<file path="src/rtl/core/rfcd_pkg.sv">
// Shared types, constants and CRC helpers for the frame deframer.
package rfcd_pkg;

    // Frame length field: lengths at or above 2**LENGTH_BITS are rejected
    localparam int LENGTH_BITS = 24;
    localparam int WL_BITS     = LENGTH_BITS - 2;
    localparam int FB_BITS     = 24;
    localparam logic [FB_BITS-1:0] FB_MASK = (LENGTH_BITS >= FB_BITS) ?
        {FB_BITS{1'b1}} : FB_BITS'((64'd1 << LENGTH_BITS) - 64'd1);

    localparam logic [31:0] CRC_POLY   = 32'hEDB88320;
    localparam logic [31:0] CRC_PRESET = 32'hFFFFFFFF;

    localparam logic [31:0] LEN_PAD = 32'd4;
    localparam logic [31:0] LEN_MIN = 32'd16;
    localparam logic [WL_BITS-1:0] HDR_WORDS = WL_BITS'(4);

    // Front queue depth
    localparam int FQ_DEPTH = 4;
    localparam int FQ_PTR_BITS = $clog2(FQ_DEPTH);
    localparam int FQ_CNT_BITS = $clog2(FQ_DEPTH + 1);

    // Configuration register indexes
    localparam logic [1:0] CFG_MAX_FRAME_BYTES  = 2'd0;
    localparam logic [1:0] CFG_CRC_CHECK_ENABLE = 2'd1;
    localparam logic [1:0] CFG_INITIAL_SEQUENCE = 2'd2;

    localparam logic [31:0] INIT_SEQ_RESET = 32'hFFFFFFFE;

    // Input item kinds
    localparam logic KIND_WORD    = 1'b0;
    localparam logic KIND_RESTART = 1'b1;

    // Result kinds
    localparam logic [1:0] OUT_BODY  = 2'd0;
    localparam logic [1:0] OUT_GOOD  = 2'd1;
    localparam logic [1:0] OUT_ERROR = 2'd2;

    // Error codes
    localparam logic [1:0] ERR_NONE     = 2'd0;
    localparam logic [1:0] ERR_LENGTH   = 2'd1;
    localparam logic [1:0] ERR_CRC      = 2'd2;
    localparam logic [1:0] ERR_SEQUENCE = 2'd3;

    typedef struct packed {
        logic        kind;
        logic [31:0] word;
    } in_t;

    typedef struct packed {
        logic [1:0]         out_kind;
        logic [31:0]        body_word;
        logic [31:0]        frame_type;
        logic signed [31:0] frame_sequence;
        logic [23:0]        frame_bytes;
        logic [1:0]         fault_code;
        logic               last_body;
    } out_t;

    // Classified request held between front and back
    typedef struct packed {
        logic        kind;
        logic [31:0] word;
        logic        len_err;
        logic        len_pad;
    } item_t;

    typedef enum logic [4:0] {
        PH_LEN  = 5'b00001,
        PH_SEQ  = 5'b00010,
        PH_TYPE = 5'b00100,
        PH_BODY = 5'b01000,
        PH_CRC  = 5'b10000
    } phase_t;

    // Column of the word-wide CRC update matrix for one input bit
    function automatic logic [31:0] crc_column(input int bit_idx);
        logic [31:0] c;
        c = 32'h1 << bit_idx;
        for (int i = 0; i < 32; i++) begin
            c = c[0] ? ((c >> 1) ^ CRC_POLY) : (c >> 1);
        end
        return c;
    endfunction

endpackage

</file>
<file path="src/rtl/core/rfcd_front.sv">
// Front end: classify incoming length words and queue requests for the back end.
module rfcd_front (
    input  logic                  clk,
    input  logic                  rst_n,
    input  logic                  push,
    output logic                  full,
    input  rfcd_pkg::in_t         item,
    input  logic [23:0]           max_frame_bytes,
    output logic                  valid,
    output rfcd_pkg::item_t       head,
    input  logic                  take
);

    rfcd_pkg::item_t                      fq_mem [rfcd_pkg::FQ_DEPTH];
    logic [rfcd_pkg::FQ_PTR_BITS-1:0]     wr_ptr_reg, wr_ptr_next;
    logic [rfcd_pkg::FQ_PTR_BITS-1:0]     rd_ptr_reg, rd_ptr_next;
    logic [rfcd_pkg::FQ_CNT_BITS-1:0]     count_reg, count_next;
    rfcd_pkg::item_t                      cls;
    logic                                 bad_base;
    logic                                 is_pad;
    logic                                 wr_en;
    logic                                 rd_en;

    // Length checks that depend only on the word and the limit register
    always_comb
    begin
        bad_base = (item.word == 32'd0) || item.word[31] || (item.word[1:0] != 2'd0)
                || ((max_frame_bytes != 24'd0) && (item.word > {8'd0, max_frame_bytes}))
                || (item.word[31:rfcd_pkg::LENGTH_BITS] != '0);
        is_pad   = (item.word == rfcd_pkg::LEN_PAD);
        cls.kind    = item.kind;
        cls.word    = item.word;
        cls.len_err = bad_base || (!is_pad && (item.word < rfcd_pkg::LEN_MIN));
        cls.len_pad = !bad_base && is_pad;
    end

    assign full  = (count_reg == rfcd_pkg::FQ_CNT_BITS'(rfcd_pkg::FQ_DEPTH));
    assign valid = (count_reg != '0);
    assign head  = fq_mem[rd_ptr_reg];
    assign wr_en = push && !full;
    assign rd_en = take && valid;

    always_comb
    begin
        wr_ptr_next = wr_en ? wr_ptr_reg + 1'b1 : wr_ptr_reg;
        rd_ptr_next = rd_en ? rd_ptr_reg + 1'b1 : rd_ptr_reg;
        count_next  = count_reg;
        if (wr_en && !rd_en)
        begin
            count_next = count_reg + 1'b1;
        end
        else if (rd_en && !wr_en)
        begin
            count_next = count_reg - 1'b1;
        end
    end

    always_ff @(posedge clk)
    begin
        if (wr_en)
        begin
            fq_mem[wr_ptr_reg] <= cls;
        end
    end

    always_ff @(posedge clk or negedge rst_n)
    begin
        if (!rst_n)
        begin
            wr_ptr_reg <= '0;
            rd_ptr_reg <= '0;
            count_reg  <= '0;
        end
        else
        begin
            wr_ptr_reg <= wr_ptr_next;
            rd_ptr_reg <= rd_ptr_next;
            count_reg  <= count_next;
        end
    end

endmodule

</file>
<file path="src/rtl/core/rfcd_back.sv">
// Back end: frame state machine, CRC, sequence check and result queue.
module rfcd_back (
    input  logic                  clk,
    input  logic                  rst_n,
    input  logic                  valid,
    input  rfcd_pkg::item_t       head,
    output logic                  take,
    input  logic                  crc_check_enable,
    input  logic [31:0]           initial_sequence,
    output logic                  empty,
    input  logic                  pop,
    output rfcd_pkg::out_t        result
);

    rfcd_pkg::phase_t                 phase_reg, phase_next;
    logic [rfcd_pkg::WL_BITS-1:0]     words_left_reg, words_left_next;
    logic [31:0]                      crc_reg, crc_next;
    logic [31:0]                      exp_seq_reg, exp_seq_next;
    logic [23:0]                      len_reg, len_next;
    logic [31:0]                      type_reg, type_next;
    logic [31:0]                      seq_reg, seq_next;
    logic                             failed_reg, failed_next;

    rfcd_pkg::out_t                   oq_mem [2];
    logic                             oq_wr_reg, oq_rd_reg;
    logic [1:0]                       oq_cnt_reg, oq_cnt_next;
    logic                             oq_full;
    logic                             oq_pop;

    logic [31:0]                      crc_x;
    logic [31:0]                      crc_terms [32];
    logic [31:0]                      crc_upd;
    logic                             emit;
    rfcd_pkg::out_t                   res;

    // Word-wide CRC update as a constant XOR matrix
    assign crc_x = crc_reg ^ head.word;
    for (genvar g = 0; g < 32; g++)
    begin : g_col
        localparam logic [31:0] COL = rfcd_pkg::crc_column(g);
        assign crc_terms[g] = crc_x[g] ? COL : 32'd0;
    end

    always_comb
    begin
        crc_upd = 32'd0;
        for (int i = 0; i < 32; i++)
        begin
            crc_upd = crc_upd ^ crc_terms[i];
        end
    end

    assign oq_full = (oq_cnt_reg == 2'd2);
    assign take    = valid && !oq_full;
    assign empty   = (oq_cnt_reg == 2'd0);
    assign result  = oq_mem[oq_rd_reg];
    assign oq_pop  = pop && !empty;

    always_comb
    begin
        phase_next      = phase_reg;
        words_left_next = words_left_reg;
        crc_next        = crc_reg;
        exp_seq_next    = exp_seq_reg;
        len_next        = len_reg;
        type_next       = type_reg;
        seq_next        = seq_reg;
        failed_next     = failed_reg;
        emit            = 1'b0;
        res.out_kind       = rfcd_pkg::OUT_BODY;
        res.body_word      = 32'd0;
        res.frame_type     = type_reg;
        res.frame_sequence = seq_reg;
        res.frame_bytes    = len_reg;
        res.fault_code     = rfcd_pkg::ERR_NONE;
        res.last_body      = 1'b0;

        if (take)
        begin
            if (head.kind == rfcd_pkg::KIND_RESTART)
            begin
                failed_next  = 1'b0;
                exp_seq_next = initial_sequence;
                phase_next   = rfcd_pkg::PH_LEN;
                words_left_next = '0;
                crc_next     = rfcd_pkg::CRC_PRESET;
                len_next     = 24'd0;
                type_next    = 32'd0;
                seq_next     = 32'd0;
            end
            else if (!failed_reg)
            begin
                case (phase_reg)
                    rfcd_pkg::PH_LEN:
                    begin
                        if (head.len_err)
                        begin
                            emit            = 1'b1;
                            res.out_kind    = rfcd_pkg::OUT_ERROR;
                            res.fault_code  = rfcd_pkg::ERR_LENGTH;
                            res.frame_bytes = head.word[23:0] & rfcd_pkg::FB_MASK;
                            failed_next     = 1'b1;
                        end
                        else if (!head.len_pad)
                        begin
                            crc_next   = crc_upd;
                            len_next   = head.word[23:0] & rfcd_pkg::FB_MASK;
                            words_left_next = head.word[rfcd_pkg::LENGTH_BITS-1:2]
                                            - rfcd_pkg::HDR_WORDS;
                            phase_next = rfcd_pkg::PH_SEQ;
                        end
                    end
                    rfcd_pkg::PH_SEQ:
                    begin
                        seq_next   = head.word;
                        crc_next   = crc_upd;
                        phase_next = rfcd_pkg::PH_TYPE;
                    end
                    rfcd_pkg::PH_TYPE:
                    begin
                        type_next  = head.word;
                        crc_next   = crc_upd;
                        phase_next = (words_left_reg != '0) ? rfcd_pkg::PH_BODY
                                                            : rfcd_pkg::PH_CRC;
                    end
                    rfcd_pkg::PH_BODY:
                    begin
                        crc_next        = crc_upd;
                        words_left_next = words_left_reg - 1'b1;
                        emit            = 1'b1;
                        res.body_word   = head.word;
                        res.last_body   = (words_left_reg == rfcd_pkg::WL_BITS'(1));
                        if (res.last_body)
                        begin
                            phase_next = rfcd_pkg::PH_CRC;
                        end
                    end
                    rfcd_pkg::PH_CRC:
                    begin
                        emit = 1'b1;
                        if (crc_check_enable && (~crc_reg != head.word))
                        begin
                            res.out_kind   = rfcd_pkg::OUT_ERROR;
                            res.fault_code = rfcd_pkg::ERR_CRC;
                            failed_next    = 1'b1;
                        end
                        else if (seq_reg != exp_seq_reg)
                        begin
                            res.out_kind   = rfcd_pkg::OUT_ERROR;
                            res.fault_code = rfcd_pkg::ERR_SEQUENCE;
                            failed_next    = 1'b1;
                        end
                        else
                        begin
                            res.out_kind = rfcd_pkg::OUT_GOOD;
                            exp_seq_next = exp_seq_reg + 32'd1;
                        end
                        phase_next      = rfcd_pkg::PH_LEN;
                        words_left_next = '0;
                        crc_next        = rfcd_pkg::CRC_PRESET;
                        len_next        = 24'd0;
                        type_next       = 32'd0;
                        seq_next        = 32'd0;
                    end
                    default:
                    begin
                        phase_next = rfcd_pkg::PH_LEN;
                    end
                endcase
            end
        end

        oq_cnt_next = oq_cnt_reg;
        if (emit && !oq_pop)
        begin
            oq_cnt_next = oq_cnt_reg + 2'd1;
        end
        else if (oq_pop && !emit)
        begin
            oq_cnt_next = oq_cnt_reg - 2'd1;
        end
    end

    always_ff @(posedge clk)
    begin
        if (emit)
        begin
            oq_mem[oq_wr_reg] <= res;
        end
    end

    always_ff @(posedge clk or negedge rst_n)
    begin
        if (!rst_n)
        begin
            phase_reg      <= rfcd_pkg::PH_LEN;
            words_left_reg <= '0;
            crc_reg        <= rfcd_pkg::CRC_PRESET;
            exp_seq_reg    <= rfcd_pkg::INIT_SEQ_RESET;
            len_reg        <= 24'd0;
            type_reg       <= 32'd0;
            seq_reg        <= 32'd0;
            failed_reg     <= 1'b0;
            oq_wr_reg      <= 1'b0;
            oq_rd_reg      <= 1'b0;
            oq_cnt_reg     <= 2'd0;
        end
        else
        begin
            phase_reg      <= phase_next;
            words_left_reg <= words_left_next;
            crc_reg        <= crc_next;
            exp_seq_reg    <= exp_seq_next;
            len_reg        <= len_next;
            type_reg       <= type_next;
            seq_reg        <= seq_next;
            failed_reg     <= failed_next;
            oq_wr_reg      <= oq_wr_reg ^ emit;
            oq_rd_reg      <= oq_rd_reg ^ oq_pop;
            oq_cnt_reg     <= oq_cnt_next;
        end
    end

endmodule

</file>
<file path="src/rtl/core/rpc_frame_crc_deframer.sv">
// Top level of the length-prefixed frame deframer with CRC-32 and sequence check.
//
//   channel   handshake                 payload              direction
//   -------   -----------------------   ------------------   ---------
//   input     push / full               item   (in_t)        in
//   result    empty / pop               result (out_t)       out
//   config    cfg_write                 cfg_index, cfg_data  in
//
// One request per cycle sustained while a result slot is free: the back end runs
// the whole word step (CRC matrix update, length and sequence checks) at once.
// A request is registered in the front queue, and its result in the result
// queue, before it shows on the result ports and can be popped.
// Reset clears control state at once; there is no clearing pass.
// full rises when the four-entry front queue is occupied; the back end holds
// while both result slots wait to be popped.
module rpc_frame_crc_deframer (
    input  logic             clk,
    input  logic             rst_n,
    input  logic             push,
    output logic             full,
    input  rfcd_pkg::in_t    item,
    output logic             empty,
    input  logic             pop,
    output rfcd_pkg::out_t   result,
    input  logic             cfg_write,
    input  logic [1:0]       cfg_index,
    input  logic [31:0]      cfg_data
);

    logic [23:0]         max_frame_bytes_reg;
    logic                crc_check_enable_reg;
    logic [31:0]         initial_sequence_reg;

    logic                fq_valid;
    logic                fq_take;
    rfcd_pkg::item_t     fq_head;

    // Configuration registers: written only while the block is idle (user rule)
    always_ff @(posedge clk or negedge rst_n)
    begin
        if (!rst_n)
        begin
            max_frame_bytes_reg  <= 24'd0;
            crc_check_enable_reg <= 1'b1;
            initial_sequence_reg <= rfcd_pkg::INIT_SEQ_RESET;
        end
        else if (cfg_write)
        begin
            case (cfg_index)
                rfcd_pkg::CFG_MAX_FRAME_BYTES:  max_frame_bytes_reg  <= cfg_data[23:0];
                rfcd_pkg::CFG_CRC_CHECK_ENABLE: crc_check_enable_reg <= cfg_data[0];
                rfcd_pkg::CFG_INITIAL_SEQUENCE: initial_sequence_reg <= cfg_data;
                default:
                begin
                    // drop writes to unused indexes
                end
            endcase
        end
    end

    // Front: classify length words and queue each request
    rfcd_front u_front (
        .clk             (clk),
        .rst_n           (rst_n),
        .push            (push),
        .full            (full),
        .item            (item),
        .max_frame_bytes (max_frame_bytes_reg),
        .valid           (fq_valid),
        .head            (fq_head),
        .take            (fq_take)
    );

    // Back: advance the frame state, check CRC and sequence, hold results
    rfcd_back u_back (
        .clk              (clk),
        .rst_n            (rst_n),
        .valid            (fq_valid),
        .head             (fq_head),
        .take             (fq_take),
        .crc_check_enable (crc_check_enable_reg),
        .initial_sequence (initial_sequence_reg),
        .empty            (empty),
        .pop              (pop),
        .result           (result)
    );

endmodule

</file>
<file path="config.mk">
export PLATFORM = sky130hd
export DESIGN_NAME = rpc_frame_crc_deframer
export DESIGN_NICKNAME = d
export VERILOG_FILES = /design/src/rtl/core/rfcd_pkg.sv /design/src/rtl/core/rfcd_front.sv /design/src/rtl/core/rfcd_back.sv /design/src/rtl/core/rpc_frame_crc_deframer.sv
export SDC_FILE = /design/constraint.sdc
export NUM_CORES = 1
export LEC_CHECK = 0
export ABC_AREA = 1
export BUFFER_PORTS_ARGS = -buffer_cell sky130_fd_sc_hd__buf_2
export CORE_ASPECT_RATIO = 1.4
export CORE_MARGIN = 2
export CORE_UTILIZATION = 25
export CTS_CLUSTER_DIAMETER = 80
export CTS_CLUSTER_SIZE = 12
export DETAILED_ROUTE_END_ITERATION = 8
export PLACE_DENSITY = 0.38
export SYNTH_ARGS = -nofsm -noshare
export SYNTH_HDL_FRONTEND = slang
export SYNTH_HIERARCHICAL = 1
export SYNTH_SLANG_ARGS = --single-unit
</file>
<file path="constraint.sdc">
create_clock -name clk -period 7.4 [get_ports clk]
set_clock_uncertainty 0.1 [all_clocks]
set_input_delay 1.85 -clock clk [delete_from_list [all_inputs] [get_ports clk]]
set_output_delay 1.85 -clock clk [all_outputs]
set_load 0.1 [all_outputs]
</file>
==> metrics.md <==
| Metric | Value |
|---|---|
| Status | `finished clean` |
| Reg-to-reg startpoint | `u_front/rd_ptr_reg[0]` |
| Iter 0 DRT Violations | `1986` |
| Worst path most repeated cell | `nand2_1` |
| Die H | `435.4 microns` |
| Syn Area/Cell | `8.278 sq um` |
| FF-to-FF path depth | `18` |
| H-Tree Depth | `2` |
| Required @ worst endpoint | `5450 ps` |
| Final #Nets | `4299` |
| Hold Vio Cnt, Final | `0` |
| Hold WC Path Type | `register to register` |
| Grt total ovfl | `0` |
| Unique masters post-synth | `50` |
| Minimum clock period | `5554 ps` |
| Vias in the first global route | `26696` |
| FF+latch count, synth | `638` |
| Initial Utilization | `25.13%` |
| Worst setup margin | `1846 ps` |
| Antenna-violating nets left | `0` |
| Ys flop type | `edfxtp_1` |
| Die X | `312.2 microns` |
| Fillers | `14224` |
| Num ports | `199` |
| Reg-to-reg endpoint | `u_back/exp_seq_reg[26]` |
| HPWL after DPL | `93670 microns` |
| Sequential area share after synthesis | `54.27%` |
| Worst-case clock buffer depth | `3` |
| Placer congestion estimate | `0.9165` |
| Hold path endpoint | `initial_sequence_reg[1]` |
| Post CTS Setup Buffer Count | `0` |
| Residual DRC | `0` |
| Initial DRT Pass Iterations | `5` |
| Critical Path, Cell by Cell | `inv_4 -> buf_4 -> nand2_1 -> nand2_1 -> buf_2` |
| Total of max-cap violations | `0` |
| Worst-path clk slew | `70 ps` |
| YS warnings | `6` |
| Cell Rows | `158` |
| First-pass GRT wire length | `186800 microns` |
| Max reg flops | `250` |
| Slew headroom | `22.97%` |
| GRT Overall Usage | `18.50%` |
| # resized after CTS | `0` |
| Mapped Nets | `4125` |
| CTS tree | `built` |
| Number of diodes | `0` |
| EDFF count, synth | `390` |
| Gate Count Post-Synth | `4015` |
| Hold_ws | `362.3 ps` |
| Largest net degree at the start of global routing | `127` |
| CTS Hold Bufs | `0` |
| Critical Path Start Type | `register` |
| Number of setup violations in the final report | `0` |
| Sink Count | `638` |
| Clk Latency, worst-skew pair | `700 ps` |
| Tcrit/Tclk final | `75.05%` |
| Biggest regs | `u_back/oq_mem (250), u_front/fq_mem (140)` |
| Crit. End Element | `output port` |
| Root Buffer | `clkbuf_16` |
| Routed wire length | `128000 microns` |
| Post-Place Setup Slack | `2012 ps` |
| Most flop-heavy register | `u_back/oq_mem` |
| Crit Path Class | `register to output port` |
| Arrival @ worst endpoint | `3600 ps` |
| Least-Margin Pin Slew | `1155 ps` |
| Layout cell share with drive strength beyond 1 | `11.65%` |
| Area growth syn-to-layout | `14.92%` |
| CP bufs+invs | `3` |
| Reg2Reg Setup Slack | `2090 ps` |
| Hold wc startpoint | `initial_sequence_reg[1]` |
| RSZ-0062 raised after global routing | `no` |
| Max Fclk | `180.0 MHz` |
| Slew Limit Fails | `0` |
| Synth Cell Area | `0.03324 sq mm` |
| Most frequent cells in the layout | `1712 x nand2_1, 390 x edfxtp_1, 331 x nor2_1, 265 x inv_1, 254 x nand3_1` |
| Beginning of the critical path | `u_back/oq_rd_reg` |
| Most common cell after layout, fill and taps aside | `nand2_1` |
| Total CTS buffers | `61` |
| CP Max Fanout | `80` |
| Port Buf Inserts | `198` |
| Slowest stage delay, CP | `850 ps` |
| CP max-delay cell | `dfrtp_4` |
| Core area | `0.1323 sq mm` |
| DR WL/cell | `21.33 microns` |
| Via Count | `27315` |
| Antenna violations before repair | `2` |
| Setup TNS | `0 ps` |
| Cells on Worst Hold Path | `2` |
| CP top delay family | `buffers and inverters` |
| Die area | `0.1359 sq mm` |
| Post-synth ARST share | `38.87%` |
| Routed vias/inst | `4.552` |
| Fin util | `28.88%` |
## Yosys cell counts, drive strengths merged, types with 11 or more instances
library cell	number	area (sq um)
a21oi	60	300.3
buf	47	262.8
clkbuf	85	319.1
dfrtp	152	3804
dfstp	96	2522
edfxtp	390	11710
ha	37	462.9
inv	303	1137
nand2	1722	6484
nand3	257	1301
nand4	69	446.7
nor2	341	1300
nor3	26	135.1
o21ai	164	820.8
o22ai	41	256.5
or2	11	68.82
xnor2	75	686.9
xor2	90	818.3
## cells by family after synthesis
kind of cell | Yosys count | synth area share (%)
compound gates | 286 | 4.630
xor+xnor | 165 | 4.529
fa+ha+maj | 38 | 1.453
buf+inv | 438 | 5.206
flops | 638 | 54.27
mux | 9 | 0.3049
simple gates | 2441 | 29.61
## metal layers
layer,global-route usage (%),vias up,wire length [microns]
li1,-,13332,-
met1,24.28,13128,56780
met2,31.26,669,61530
met3,1.932,186,4537
met4,7.049,0,5169
met5,0,-,0
## how the worst max path moves through the flow
stage / slack, ps / end / cells past startpoint
3_5_place_dp: 2010 / u_back/exp_seq_reg[24] / 18
3_3_place_gp: 2020 / u_back/exp_seq_reg[28] / 18
2_1_floorplan: 2360 / u_back/oq_mem[1][0] / 6
5_1_grt: 1550 / result[64] / 5
4_1_cts: 1650 / result[77] / 5
6_report: 1850 / result[70] / 5
## area by class of cell
cell class	count	area, sq um	share of cell area (%)
inverters	306	1151	3.014
well taps	1760	2202	5.765
flip-flops and latches	638	18040	47.23
multi-input cells	2939	13560	35.51
repair buffers	243	1376	3.603
clock inverters	7	137.6	0.3603
clock buffers	108	1724	4.514
## tightest hold or removal path, stage by stage (launching register included)
cell,delay (ps)
dfstp_2,370
nand2_1,50
nand2_1,40
## metrics by stage
stage	instance area, sq um	std cells
after floorplan	33240	4015
after global placement	36340	5886
after detailed placement	36340	5886
after CTS	38200	6001
after global routing	38200	6001
final	38200	6001
Power is not shown: default switching activity piles up to over one toggle a cycle in this logic, so the estimate is an artifact.
